**config.mk**
```make
export PLATFORM = sky130hd
export DESIGN_NAME = xor_checked_packet_deframer
export DESIGN_NICKNAME = d
export VERILOG_FILES = /design/src/hw/rtl/xcpd_pkg.sv /design/src/hw/rtl/xcpd_front.sv /design/src/hw/rtl/xcpd_queue.sv /design/src/hw/rtl/xcpd_back.sv /design/src/hw/rtl/xor_checked_packet_deframer.sv
export SDC_FILE = /design/constraint.sdc
export NUM_CORES = 1
export LEC_CHECK = 0
export BUFFER_PORTS_ARGS = -buffer_cell sky130_fd_sc_hd__clkbuf_2
export CAP_MARGIN = 30
export CORE_MARGIN = 5
export CORE_UTILIZATION = 60
export DETAILED_ROUTE_END_ITERATION = 10
export HOLD_SLACK_MARGIN = 0.03
export PLACE_DENSITY = 0.83
export SYNTH_ARGS = -nofsm -noshare
export SYNTH_HDL_FRONTEND = slang
export SYNTH_SLANG_ARGS = --single-unit
```
**constraint.sdc**
```tcl
create_clock -name clk_i -period 3.5 [get_ports clk_i]
set_input_delay 0.7 -clock clk_i [delete_from_list [all_inputs] [get_ports clk_i]]
set_output_delay 0.7 -clock clk_i [all_outputs]
set_load 0.02 [all_outputs]
```
**src/hw/rtl/xcpd_pkg.sv**
```systemverilog
// Shared types and constants for the XOR checked packet deframer.
// Used by xcpd_front, xcpd_queue, xcpd_back and the top level; depends on nothing.
package xcpd_pkg;

  localparam logic [7:0]  HeaderReset = 8'hAA;
  localparam int unsigned BankW       = 1;
  localparam int unsigned NumBanks    = 1 << BankW;

  typedef logic [7:0] byte_t;

  typedef struct packed {
    byte_t ptype;
    byte_t plen;
  } desc_t;

  typedef struct packed {
    logic             en;
    logic [BankW-1:0] bank;
    byte_t            idx;
    byte_t            data;
  } mem_wr_t;

endpackage

```
**src/hw/rtl/xcpd_front.sv**
```systemverilog
// Receive side of the deframer: header hunt, type/length parse, payload write, XOR check.
// Pushes a descriptor for each good packet. Depends on xcpd_pkg.
module xcpd_front #(
  parameter int unsigned MAX_PAYLOAD = 32
) (
  input  logic                              clk_i,
  input  logic                              rst_ni,
  input  logic                              rx_valid_i,
  output logic                              rx_ready_o,
  input  logic [7:0]                        rx_byte_i,
  input  logic                              cfg_we_i,
  input  logic [7:0]                        cfg_wdata_i,
  input  logic                              q_full_i,
  input  logic [xcpd_pkg::BankW-1:0]        q_wr_slot_i,
  output logic                              q_push_o,
  output xcpd_pkg::desc_t                   q_desc_o,
  output xcpd_pkg::mem_wr_t                 mem_wr_o
);

  localparam int unsigned LenW = $clog2(MAX_PAYLOAD + 1);

  typedef enum logic [2:0] {
    PhHunt,
    PhType,
    PhLength,
    PhPayload,
    PhCheck
  } phase_e;

  phase_e            phase_q, phase_d;
  logic [7:0]        header_q;
  logic [7:0]        type_q, type_d;
  logic [LenW-1:0]   len_q, len_d;
  logic [LenW-1:0]   fill_q, fill_d;
  logic [7:0]        xor_q, xor_d;
  logic              accept;
  logic [LenW-1:0]   fill_inc;

  assign rx_ready_o = !q_full_i;
  assign accept     = rx_valid_i && !q_full_i;
  assign fill_inc   = LenW'(fill_q + 1'b1);

  always_comb begin
    phase_d       = phase_q;
    type_d        = type_q;
    len_d         = len_q;
    fill_d        = fill_q;
    xor_d         = xor_q;
    q_push_o      = 1'b0;
    mem_wr_o.en   = 1'b0;
    mem_wr_o.bank = q_wr_slot_i;
    mem_wr_o.idx  = 8'(fill_q);
    mem_wr_o.data = rx_byte_i;
    if (accept) begin
      unique case (phase_q)
        PhType: begin
          type_d  = rx_byte_i;
          xor_d   = rx_byte_i;
          phase_d = PhLength;
        end
        PhLength: begin
          fill_d = '0;
          if (rx_byte_i > 8'(MAX_PAYLOAD)) begin
            phase_d = PhHunt;
          end else begin
            len_d   = LenW'(rx_byte_i);
            xor_d   = xor_q ^ rx_byte_i;
            phase_d = (rx_byte_i == 8'd0) ? PhCheck : PhPayload;
          end
        end
        PhPayload: begin
          mem_wr_o.en = 1'b1;
          xor_d       = xor_q ^ rx_byte_i;
          fill_d      = fill_inc;
          if (fill_inc >= len_q) begin
            phase_d = PhCheck;
          end
        end
        PhCheck: begin
          q_push_o = (xor_q == rx_byte_i);
          phase_d  = PhHunt;
        end
        default: begin
          phase_d = (rx_byte_i == header_q) ? PhType : PhHunt;
        end
      endcase
    end
  end

  assign q_desc_o.ptype = type_q;
  assign q_desc_o.plen  = 8'(len_q);

  always_ff @(posedge clk_i or negedge rst_ni) begin
    if (!rst_ni) begin
      phase_q  <= PhHunt;
      header_q <= xcpd_pkg::HeaderReset;
      type_q   <= '0;
      len_q    <= '0;
      fill_q   <= '0;
      xor_q    <= '0;
    end else begin
      phase_q <= phase_d;
      type_q  <= type_d;
      len_q   <= len_d;
      fill_q  <= fill_d;
      xor_q   <= xor_d;
      if (cfg_we_i) begin
        header_q <= cfg_wdata_i;
      end
    end
  end

endmodule

```
**src/hw/rtl/xcpd_queue.sv**
```systemverilog
// Two-entry descriptor queue between receive and emit sides.
// Slot numbers double as payload bank numbers. Depends on xcpd_pkg.
module xcpd_queue (
  input  logic                        clk_i,
  input  logic                        rst_ni,
  input  logic                        push_i,
  input  xcpd_pkg::desc_t             desc_i,
  output logic                        full_o,
  output logic [xcpd_pkg::BankW-1:0]  wr_slot_o,
  input  logic                        pop_i,
  output logic                        empty_o,
  output xcpd_pkg::desc_t             head_o,
  output logic [xcpd_pkg::BankW-1:0]  rd_slot_o
);

  xcpd_pkg::desc_t                 slots_q [xcpd_pkg::NumBanks];
  logic [xcpd_pkg::BankW-1:0]      wr_ptr_q, rd_ptr_q;
  logic [xcpd_pkg::BankW:0]        count_q;

  assign full_o    = (count_q == (xcpd_pkg::BankW+1)'(xcpd_pkg::NumBanks));
  assign empty_o   = (count_q == '0);
  assign wr_slot_o = wr_ptr_q;
  assign rd_slot_o = rd_ptr_q;
  assign head_o    = slots_q[rd_ptr_q];

  always_ff @(posedge clk_i) begin
    if (push_i) begin
      slots_q[wr_ptr_q] <= desc_i;
    end
  end

  always_ff @(posedge clk_i or negedge rst_ni) begin
    if (!rst_ni) begin
      wr_ptr_q <= '0;
      rd_ptr_q <= '0;
      count_q  <= '0;
    end else begin
      if (push_i) begin
        wr_ptr_q <= wr_ptr_q + 1'b1;
      end
      if (pop_i) begin
        rd_ptr_q <= rd_ptr_q + 1'b1;
      end
      if (push_i && !pop_i) begin
        count_q <= count_q + 1'b1;
      end else if (pop_i && !push_i) begin
        count_q <= count_q - 1'b1;
      end
    end
  end

endmodule

```
**src/hw/rtl/xcpd_back.sv**
```systemverilog
// Emit side of the deframer: banked payload memory and the output register.
// Replays one queued packet at a time. Depends on xcpd_pkg.
module xcpd_back #(
  parameter int unsigned MAX_PAYLOAD = 32
) (
  input  logic                        clk_i,
  input  logic                        rst_ni,
  input  xcpd_pkg::mem_wr_t           mem_wr_i,
  input  logic                        q_empty_i,
  input  xcpd_pkg::desc_t             q_head_i,
  input  logic [xcpd_pkg::BankW-1:0]  q_rd_slot_i,
  output logic                        q_pop_o,
  output logic                        out_valid_o,
  input  logic                        out_ready_i,
  output logic [7:0]                  packet_type_o,
  output logic [5:0]                  packet_length_o,
  output logic                        has_data_o,
  output logic [7:0]                  data_byte_o,
  output logic [4:0]                  byte_index_o,
  output logic                        last_o
);

  localparam int unsigned LenW  = $clog2(MAX_PAYLOAD + 1);
  localparam int unsigned AddrW = (MAX_PAYLOAD > 1) ? $clog2(MAX_PAYLOAD) : 1;
  localparam int unsigned Depth = xcpd_pkg::NumBanks << AddrW;

  logic [7:0]                        mem [Depth];
  logic [xcpd_pkg::BankW+AddrW-1:0]  rd_addr;
  logic [LenW-1:0]                   head_len;
  logic [LenW-1:0]                   emit_idx_q;
  logic                              out_valid_q;
  logic                              is_empty, is_last, load;

  assign head_len = LenW'(q_head_i.plen);
  assign is_empty = (head_len == '0);
  assign is_last  = is_empty || (LenW'(emit_idx_q + 1'b1) == head_len);
  assign load     = !q_empty_i && (!out_valid_q || out_ready_i);
  assign q_pop_o  = load && is_last;
  assign rd_addr  = {q_rd_slot_i, emit_idx_q[AddrW-1:0]};

  always_ff @(posedge clk_i) begin
    if (mem_wr_i.en) begin
      mem[{mem_wr_i.bank, mem_wr_i.idx[AddrW-1:0]}] <= mem_wr_i.data;
    end
  end

  always_ff @(posedge clk_i) begin
    if (load) begin
      packet_type_o   <= q_head_i.ptype;
      packet_length_o <= 6'(head_len);
      has_data_o      <= !is_empty;
      data_byte_o     <= is_empty ? 8'd0 : mem[rd_addr];
      byte_index_o    <= 5'(emit_idx_q);
      last_o          <= is_last;
    end
  end

  always_ff @(posedge clk_i or negedge rst_ni) begin
    if (!rst_ni) begin
      out_valid_q <= 1'b0;
      emit_idx_q  <= '0;
    end else begin
      if (load) begin
        out_valid_q <= 1'b1;
        emit_idx_q  <= is_last ? '0 : LenW'(emit_idx_q + 1'b1);
      end else if (out_ready_i) begin
        out_valid_q <= 1'b0;
      end
    end
  end

  assign out_valid_o = out_valid_q;

endmodule

```
**src/hw/rtl/xor_checked_packet_deframer.sv**
```systemverilog
// Top level of the XOR checked packet deframer: receive side, descriptor queue, emit side.
// Depends on xcpd_pkg, xcpd_front, xcpd_queue and xcpd_back.
//
//   channel  handshake                 payload
//   rx       rx_valid_i / rx_ready_o   rx_byte_i
//   cfg      cfg_we_i                  cfg_wdata_i (header byte)
//   out      out_valid_o / out_ready_i packet_type_o .. last_o
//
// One received byte per cycle; rx_ready_o drops only while two checked packets wait.
// Emission: one item per cycle per payload byte (one item for an empty packet),
// paced by the single read port of the banked payload memory.
// Reset puts the parser in header hunt with header byte 0xAA; no clearing pass.
// Each side stalls on its own; a full queue stalls receive, out_ready_i stalls emit.
module xor_checked_packet_deframer #(
  parameter int unsigned MAX_PAYLOAD = 32
) (
  input  logic       clk_i,
  input  logic       rst_ni,
  input  logic       rx_valid_i,
  output logic       rx_ready_o,
  input  logic [7:0] rx_byte_i,
  input  logic       cfg_we_i,
  input  logic [7:0] cfg_wdata_i,
  output logic       out_valid_o,
  input  logic       out_ready_i,
  output logic [7:0] packet_type_o,
  output logic [5:0] packet_length_o,
  output logic       has_data_o,
  output logic [7:0] data_byte_o,
  output logic [4:0] byte_index_o,
  output logic       last_o
);

  logic                        q_push, q_full, q_pop, q_empty;
  logic [xcpd_pkg::BankW-1:0]  q_wr_slot, q_rd_slot;
  xcpd_pkg::desc_t             q_desc, q_head;
  xcpd_pkg::mem_wr_t           mem_wr;

  xcpd_front #(
    .MAX_PAYLOAD(MAX_PAYLOAD)
  ) u_front (
    .clk_i      (clk_i),
    .rst_ni     (rst_ni),
    .rx_valid_i (rx_valid_i),
    .rx_ready_o (rx_ready_o),
    .rx_byte_i  (rx_byte_i),
    .cfg_we_i   (cfg_we_i),
    .cfg_wdata_i(cfg_wdata_i),
    .q_full_i   (q_full),
    .q_wr_slot_i(q_wr_slot),
    .q_push_o   (q_push),
    .q_desc_o   (q_desc),
    .mem_wr_o   (mem_wr)
  );

  xcpd_queue u_queue (
    .clk_i    (clk_i),
    .rst_ni   (rst_ni),
    .push_i   (q_push),
    .desc_i   (q_desc),
    .full_o   (q_full),
    .wr_slot_o(q_wr_slot),
    .pop_i    (q_pop),
    .empty_o  (q_empty),
    .head_o   (q_head),
    .rd_slot_o(q_rd_slot)
  );

  xcpd_back #(
    .MAX_PAYLOAD(MAX_PAYLOAD)
  ) u_back (
    .clk_i          (clk_i),
    .rst_ni         (rst_ni),
    .mem_wr_i       (mem_wr),
    .q_empty_i      (q_empty),
    .q_head_i       (q_head),
    .q_rd_slot_i    (q_rd_slot),
    .q_pop_o        (q_pop),
    .out_valid_o    (out_valid_o),
    .out_ready_i    (out_ready_i),
    .packet_type_o  (packet_type_o),
    .packet_length_o(packet_length_o),
    .has_data_o     (has_data_o),
    .data_byte_o    (data_byte_o),
    .byte_index_o   (byte_index_o),
    .last_o         (last_o)
  );

endmodule

```
==> results list, run 1 <==
- The flow ran to the end, and the final reports show no timing, DRC or antenna violations.
- The tree is rooted in a clkbuf_16.
* Mean area per synthesized cell: 19.3 sq um
* Number of instances resized during post-cts repair: 0
- Layout Area Growth over Synthesis: 13.0%
- Summed over all layers, the global routing overflow is 0.
- Minimum clock period: 3.15 ns
- Setup slack of the worst register-to-register path: 0.35 ns
* Simple-Gate Fraction of Synth Area: 0.0435
* Post-route setup TNS: 0 ns
- The number of pins with negative max-slew slack in the final report was 0.
- Die H: 213 microns
- Vias per cell: 6.50
- Of the total synthesized cell area, the portion taken by full adders, half adders and majority gates is 0.00457.
- The number of setup buffers added after CTS is 0.
- Hpwl dp: 33700 microns
- Counting flops with an async set or reset pin after synthesis yields a share of 0.0808.
- In this run, the number of DRC markers left after iteration 0 of detailed routing was 1687.
- Power per unit of standard cell area: 611 nW/um^2
- Critical path launch point type: register
- Class of the tightest hold or removal check: input pin to asynchronous set/reset pin
- 0 antenna diodes ended up in the layout.
- The initial utilization of the core area, before any placement, comes to 0.605.
- Clock Path Buffers: 3
* Number of primary I/O pins: 52
- Clock-pin slew of the registers on the worst-case setup and hold paths: 0.06 ns
- The share of the Yosys chip area taken by registers is 0.745.
- The worst setup path is captured at a register.
* Number of nets at the end of the flow: roughly 1400
- Worst-Skew Late Latency: 0.61 ns
- Yosys attributes the largest share of cell area to edfxtp_1 69%, mux4_2 12%, dfrtp_1 4.7%, mux2_2 1.9%, nor2_1 1.4%.
* Number of setup violations in the final report: 0
* Crit path largest cell delay: 0.71 ns
- Worst IR drop on VDD: between 400 and 500 uV
* Number of register bits inferred by synthesis: 619
* Synth Net Count: 1303
- Once detail routing completed, the nets flagged for antenna violations numbered 0.
* Clock sink total: approximately 620
- The share of synthesized area in the top cell type comes to 0.694.
- In this design, the largest share of critical-path delay is due to compound AO/OA/AOI/OAI gates.
- Routed WL: 55400 microns
- The most common cell in the synthesized netlist is edfxtp_1.
* Number of core rows: 74
- Transition at the pin with the smallest max-transition slack: 0.919 ns
- The share of total power dissipated in sequential elements is 0.515.
- For the worst setup path, the data arrival time is 3.49 ns.
* Portion of the clock cycle consumed by the worst path in the final layout: 0.900
- The cell area that synthesis handed to floorplanning was 24600 sq um.
- STA puts the critical path data required time at 3.84 ns.
- Summing all multi-input logic gate instances after layout gives 5940 sq um.
- Counting tap cells, the placed design contains a total of 1885 instances.
- Setup repair after global routing missed its margin: false
* Fraction of layout cells with a size suffix above 1: 0.285
- Of the total synthesized cell area, the portion taken by XOR and XNOR cells is 0.0134.
- Final number of hold-violating endpoints: 0
* Fraction of synthesized area in multiplexers: 0.144
* Top_reg_cell synth: edfxtp_1
- Startpoint-to-endpoint class of the critical path: register to register
- After filler insertion, the fill cell instance count of the layout stands at roughly 2400.
- Port-buffer cells: 51
- Buffering stage count on the worst path with inverters included: 1
- The number of clock buffers added by TritonCTS is between 50 and 60.
* Final setup skew: 0.0241 ns
- Overall die area: 45200 sq um
- The commonest cells after synthesis are 569 x edfxtp_1, 126 x mux4_2, 92 x nor2_1, 46 x dfrtp_1, 41 x mux2_2.
* Overall global routing resource usage: 0.249
- The final route contains 12900 vias.
- Largest net degree at the start of global routing: 93
- The via count of the first global-routing pass came to roughly 13000.
- Number of library cell types mapped by synthesis: 63
- The finished layout holds 1992 standard cells, fillers aside.
- Most area-hungry cell type in the Yosys netlist: edfxtp_1
* DRC: 0
- Switching share of total power: 0.245
- The first TritonRoute pass finished after 5 iterations.
- The slowest stage of the critical path belongs to the cell a2111oi_0.
- Hold-fix buffers, CTS: 0
* Core ar.: between 40000 and 50000 sq um
* Net Switching: 4.17 mW
* Routability congestion estimate: 0.850
- By area, the combinational part of the netlist is dominated by multiplexers.
- Across the run, the number of max-cap violations was 0.
- Summed over all cells, the static leakage comes to slightly above 9 nW.
- Antenna violations before repair: 2
- The H-tree was split into 2 levels.
- Timing-limited maximum frequency: 317 MHz
* Power Internal: 12.8 mW
* CTS tree: done
- Cell count after synthesis: roughly 1300
- The worst pin sits at a relative slew slack of 0.387.
- Of the total power, the clock network draws 0.353.
* Global-route wire length before repair: 83200 microns
- In this run, synthesis inferred 569 flip-flops with an integrated enable.
- Critical path peak fanout: between 90 and 100
- Die X-Extent: 213 microns
- Power share of the combinational group: 0.132
* Total of warnings raised by yosys: 0
* Chain of cells forming the critical path: buf_12 > mux4_2 > nor2b_1 > a2111oi_0 > a211o_1 > o21ai_0
- Area used by sequential logic in the layout: approximately 18000 sq um
- Share of the synthesized area in compound gates (AO/OA/AOI/OAI): 0.0358
- In the final routed layout, each cell accounts on average for 27.8 microns.
-- metal layers --
metal  global-route usage  part of all wire  vias to the layer above  routed length, microns
met5                    0           0.00023                        -                      13
met4               0.0898             0.037                        2                    2030
met3               0.0571             0.091                      120                    5050
met2                0.407              0.50                      739                   27800
met1                0.336              0.37                     6652                   20500
li1                     -                 -                     5430                       -
-- sequential cells by signal (all words and copies together) (netlist names), 2 cells and up --
signal	flops
u_front.fill_q	6
u_back.packet_length_o	6
u_queue.slots_q	28
u_front.len_q	6
u_back.emit_idx_q	6
u_front.type_q	8
u_front.xor_q	8
u_back.packet_type_o	8
u_back.byte_index_o	5
u_back.mem	512
u_back.data_byte_o	8
u_front.phase_q	3
u_queue.count_q	2
u_front.header_q	8
-- layout by cell type (no fill, tap or decap), drive strengths merged, types with 4 or more instances in the layout --
master,count
xnor2,17
ha,9
nand2b,8
nor4,7
dfrtp,46
or3,4
mux4,126
a22oi,15
nand3,18
a211oi,4
nand2,40
and2,4
a32o,4
a211o,5
clkinv,22
nor3,14
a31oi,4
inv,12
a2111oi,4
buf,98
nand3b,5
o221a,8
o22ai,7
clkbuf,127
mux2,41
xor2,18
nor2b,19
a21o,10
a221oi,4
dfstp,4
nor2,92
edfxtp,569
a22o,8
o21ai,17
a21oi,9
mux2i,24
-- power by group through the flow --
stage          combinational, mW  sequential (mW)  clock [mW]
3_3_place_gp                2.14             8.86           0
2_1_floorplan               1.55             8.77           0
3_5_place_dp                2.20             8.89           0
5_1_grt                     2.40             8.78        6.38
4_1_cts                     2.24             8.74        6.07
6_report                    2.24             8.75        6.00
-- path summary, 6_finish.rpt --
path                                     endpoint                 start  cells after the start
hold reg to reg            u_queue.slots_q[0][13]     u_front.type_q[7]                      0
setup reg to reg            u_back.data_byte_o[1]  u_back.emit_idx_q[0]                      6
hold / removal                  u_front.type_q[1]                rst_ni                      1
min in group clk_i            u_front.header_q[4]        cfg_wdata_i[4]                      2
max in group asynchronous    u_back.emit_idx_q[0]                rst_ni                      2
setup / recovery            u_back.data_byte_o[1]  u_back.emit_idx_q[0]                      6
-- logic make-up (layout without fill, tap and decap cells) --
logic type | Yosys count | after routing
AOI/OAI and AO/OA | 115 | 115
xor gates and xnor gates | 36 | 36
adders and majority gates | 9 | 9
buffers and inverters | 78 | 265
DFF | 619 | 619
muxes | 191 | 191
and+or+nand+nor | 225 | 225
-- stage by stage --
step,area (sq um),util,hold slack (ns),total power [mW],worst slack (ns)
6_report,27800,0.683,0.144,17.0,0.349
3_3_place_gp,26000,0.638,0.445,11.0,0.408
5_1_grt,27800,0.683,0.195,17.6,0.185
4_1_cts,27800,0.683,0.150,17.0,0.352
3_5_place_dp,26000,0.638,0.451,11.1,0.363
2_1_floorplan,24600,-,0.404,10.3,0.906
-- final cells by class --
type | count | share of cell area
flip-flops and latches | 619 | 0.659
multi-input cells | 576 | 0.213
clock buffers | 76 | 0.0564
repair buffers | 149 | 0.0377
well taps | 532 | 0.0239
clock inverters | 30 | 0.00831
inverters | 10 | 0.00135
Note: power is estimated with default switching activity, not from simulation.
==> run 2: changes to the inputs <==
--- a/config.mk
+++ b/config.mk
@@ -7,7 +7,7 @@
 export LEC_CHECK = 0
 export BUFFER_PORTS_ARGS = -buffer_cell sky130_fd_sc_hd__clkbuf_2
 export CAP_MARGIN = 30
-export CORE_MARGIN = 5
+export CORE_MARGIN = 1
 export CORE_UTILIZATION = 60
 export DETAILED_ROUTE_END_ITERATION = 10
 export HOLD_SLACK_MARGIN = 0.03
@@ -15,3 +15,4 @@
 export SYNTH_ARGS = -nofsm -noshare
 export SYNTH_HDL_FRONTEND = slang
 export SYNTH_SLANG_ARGS = --single-unit
+export TNS_END_PERCENT = 10
==> run 2 against run 1 <==
Compared with the run above:
- clock-buffer cell count decreased by 2
- highest routed layer unchanged
- routed wire length increased by 0.53%
- setup slack got worse by 0.056 ns
==> results list, run 2 (synthesis results as in run 1) <==
- Vias per cell: 6.59
- Clock-pin slew of the registers on the worst-case setup and hold paths: 0.06 ns
- Antenna violations before repair: 2
- The worst hold path belongs to the class input pin to register.
- Hpwl dp: between 30000 and 40000 microns
- The filler cells instantiated in the layout total approximately 2300.
- TritonCTS built the clock tree.
* Global route total overflow: 0
- Number of CTS-inserted buffers: just under 60
- Port buffering added 51 buffers.
- In the final layout, the share of cells above drive strength 1 is 0.282.
- The number of pins with negative max-slew slack in the final report is 0.
* Crit path largest cell delay: between 0.7 and 0.8 ns
- Portion of the clock cycle consumed by the worst path in the final layout: 0.916
- Of all nets on the critical path, the largest fanout is 8.
- Clock tree root driver cell: clkbuf_16
- Before CTS, the worst setup slack after placement is 0.259 ns.
- On the final layout, the worst clock skew is 0.0267 ns.
- At the pin with the least slew margin, the transition time is 1.05 ns.
* Clock sink total: 619
- Number of core rows: 73
* Cell with the largest stage delay on the worst path: nor2_1
- Setup violations remaining at the end of the flow were counted as 0.
- Leading cell types in the layout, fill and taps excluded: 569 x edfxtp_1, 126 x mux4_2, 93 x buf_4
- The detailed router finished its first iteration with 1660 violations.
* Critical path launch point type: register
* Minimum clock period: ~3.2 ns
- Detail Route Antenna Nets: 0
* Tightest slew margin relative to the limit: 0.302
- Data arrival time of the worst path: 3.45 ns
* Count of cells along the worst hold path: 2
- Max Cap Viol: 0
- Final number of hold-violating endpoints: 0
* Buffering stage count on the worst path with inverters included: 1
* Overall global routing resource usage: 0.275
* Leading cell type in the layout, fill and taps excluded: edfxtp_1
* R2R cell count: 6
* Die H: 205 microns
- CTS H-Tree Depth: 2
* Result of the run: complete, no violations
* Overall die area: 41900 sq um
- The critical path is of the register to register type.
* Number of buffers inserted to repair setup after CTS: 0
- The via count of the first global-routing pass came to ~13000.
- The first detailed-routing pass ran for 6 iterations.
* Mean routed wirelength per cell: around 28 microns
- After detailed routing, the total wire length is about 56000 microns.
* Via Count: between 10000 and 15000
* Worst IR drop on VDD: 393 uV
- Power consumption: approximately 17 mW
* Power per unit of standard cell area: 613 nW/um^2
* Static Leakage: 9.11 nW
- Entering global routing, the biggest net connects about 100 pins.
- Routability congestion estimate: 0.861
- Derived from the worst setup path, the maximum achievable clock frequency is just over 300 MHz.
- The first global-routing pass estimated 83300 microns of wire.
- Effective utilization at floorplan: 0.614
- Data on the critical path is required at its endpoint by 3.74 ns.
* Sort of element at the end of the critical path: register
* Clock Path Buffers: 3
- At the later pin of the worst-skew pair, clock insertion delay measures 0.63 ns.
* Cell count along the critical path: 6
- Setup slack on the critical path of the routed design comes to 0.293 ns.
- Number of flip-flops in the largest register: 512
* Chain of cells forming the critical path: nand2b_1 > nand2_1 > buf_4 > nor3_1 > nand3_1 > nor2_1
* Number of primary I/O pins: 52
* Setup repair after global routing missed its margin: false
- Post-route setup TNS: 0 ns
* Post-route worst hold slack: between 0.3 and 0.4 ns
* End-of-flow core utilization: 0.694
- In the final design database the tool counted about 1400 nets.
* Die X-Extent: about 200 microns
- Grouping stages by cell kind, the critical path spends the most delay in simple AND/OR/NAND/NOR gates.
* Layout Area Growth over Synthesis: 13.0%
* DRC: 0
- Core ar.: 40100 sq um
run 2: metrics by stage:
| step | cell area [sq um] | instances |
|---|---|---|
| after floorplan | 24600 | 1273 |
| after global placement | 26000 | 1878 |
| after detailed placement | 26000 | 1878 |
| after CTS | 27800 | 1986 |
| after global routing | 27800 | 1986 |
| final | 27800 | 1987 |
run 2: repair_timing:
item                                   4_1_cts  5_1_grt
hold buffers                                 1        0
endpoints found under the hold margin        1        0
resized for setup                            0        0
run 2: power breakdown:
group	switching [mW]	internal, mW	leakage (nW)	total (mW)
Sequential	0.299	8.47	5.72	8.77
Clock	2.66	3.39	0.881	6.05
Combinational	1.26	0.996	2.50	2.26
run 2: final cells by class:
cell class,count,area [sq um],area share
tap,525,657,0.0236
sequential,619,18400,0.659
inverter,10,37.5,0.00135
multi-input combinational,576,5940,0.213
clock buffer,74,1530,0.0551
timing repair buffer,149,1040,0.0375
clock inverter,33,279,0.0100
antenna,1,2.50,0.0000899
run 2: worst paths after layout:
path,from,end,slack [ns]
worst max register to register,u_queue.count_q[0],u_back.mem[22][1],0.29
min in group asynchronous,rst_ni,u_front.type_q[0],0.58
worst max-delay path,u_queue.count_q[0],u_back.mem[22][1],0.29
worst min-delay path,cfg_wdata_i[2],u_front.header_q[2],0.32
max in group asynchronous,rst_ni,u_front.header_q[5],2.14
worst min register to register,u_front.type_q[0],u_queue.slots_q[1][6],0.46
run 2: routing by layer:
metal / vias up / GRT usage / wire length [microns]
met5: - / 0 / 11
met4: 2 / 0.0933 / 1920
met3: 142 / 0.0512 / 5240
met2: 803 / 0.441 / 27100
met1: 6710 / 0.383 / 21300
li1: 5442 / - / -
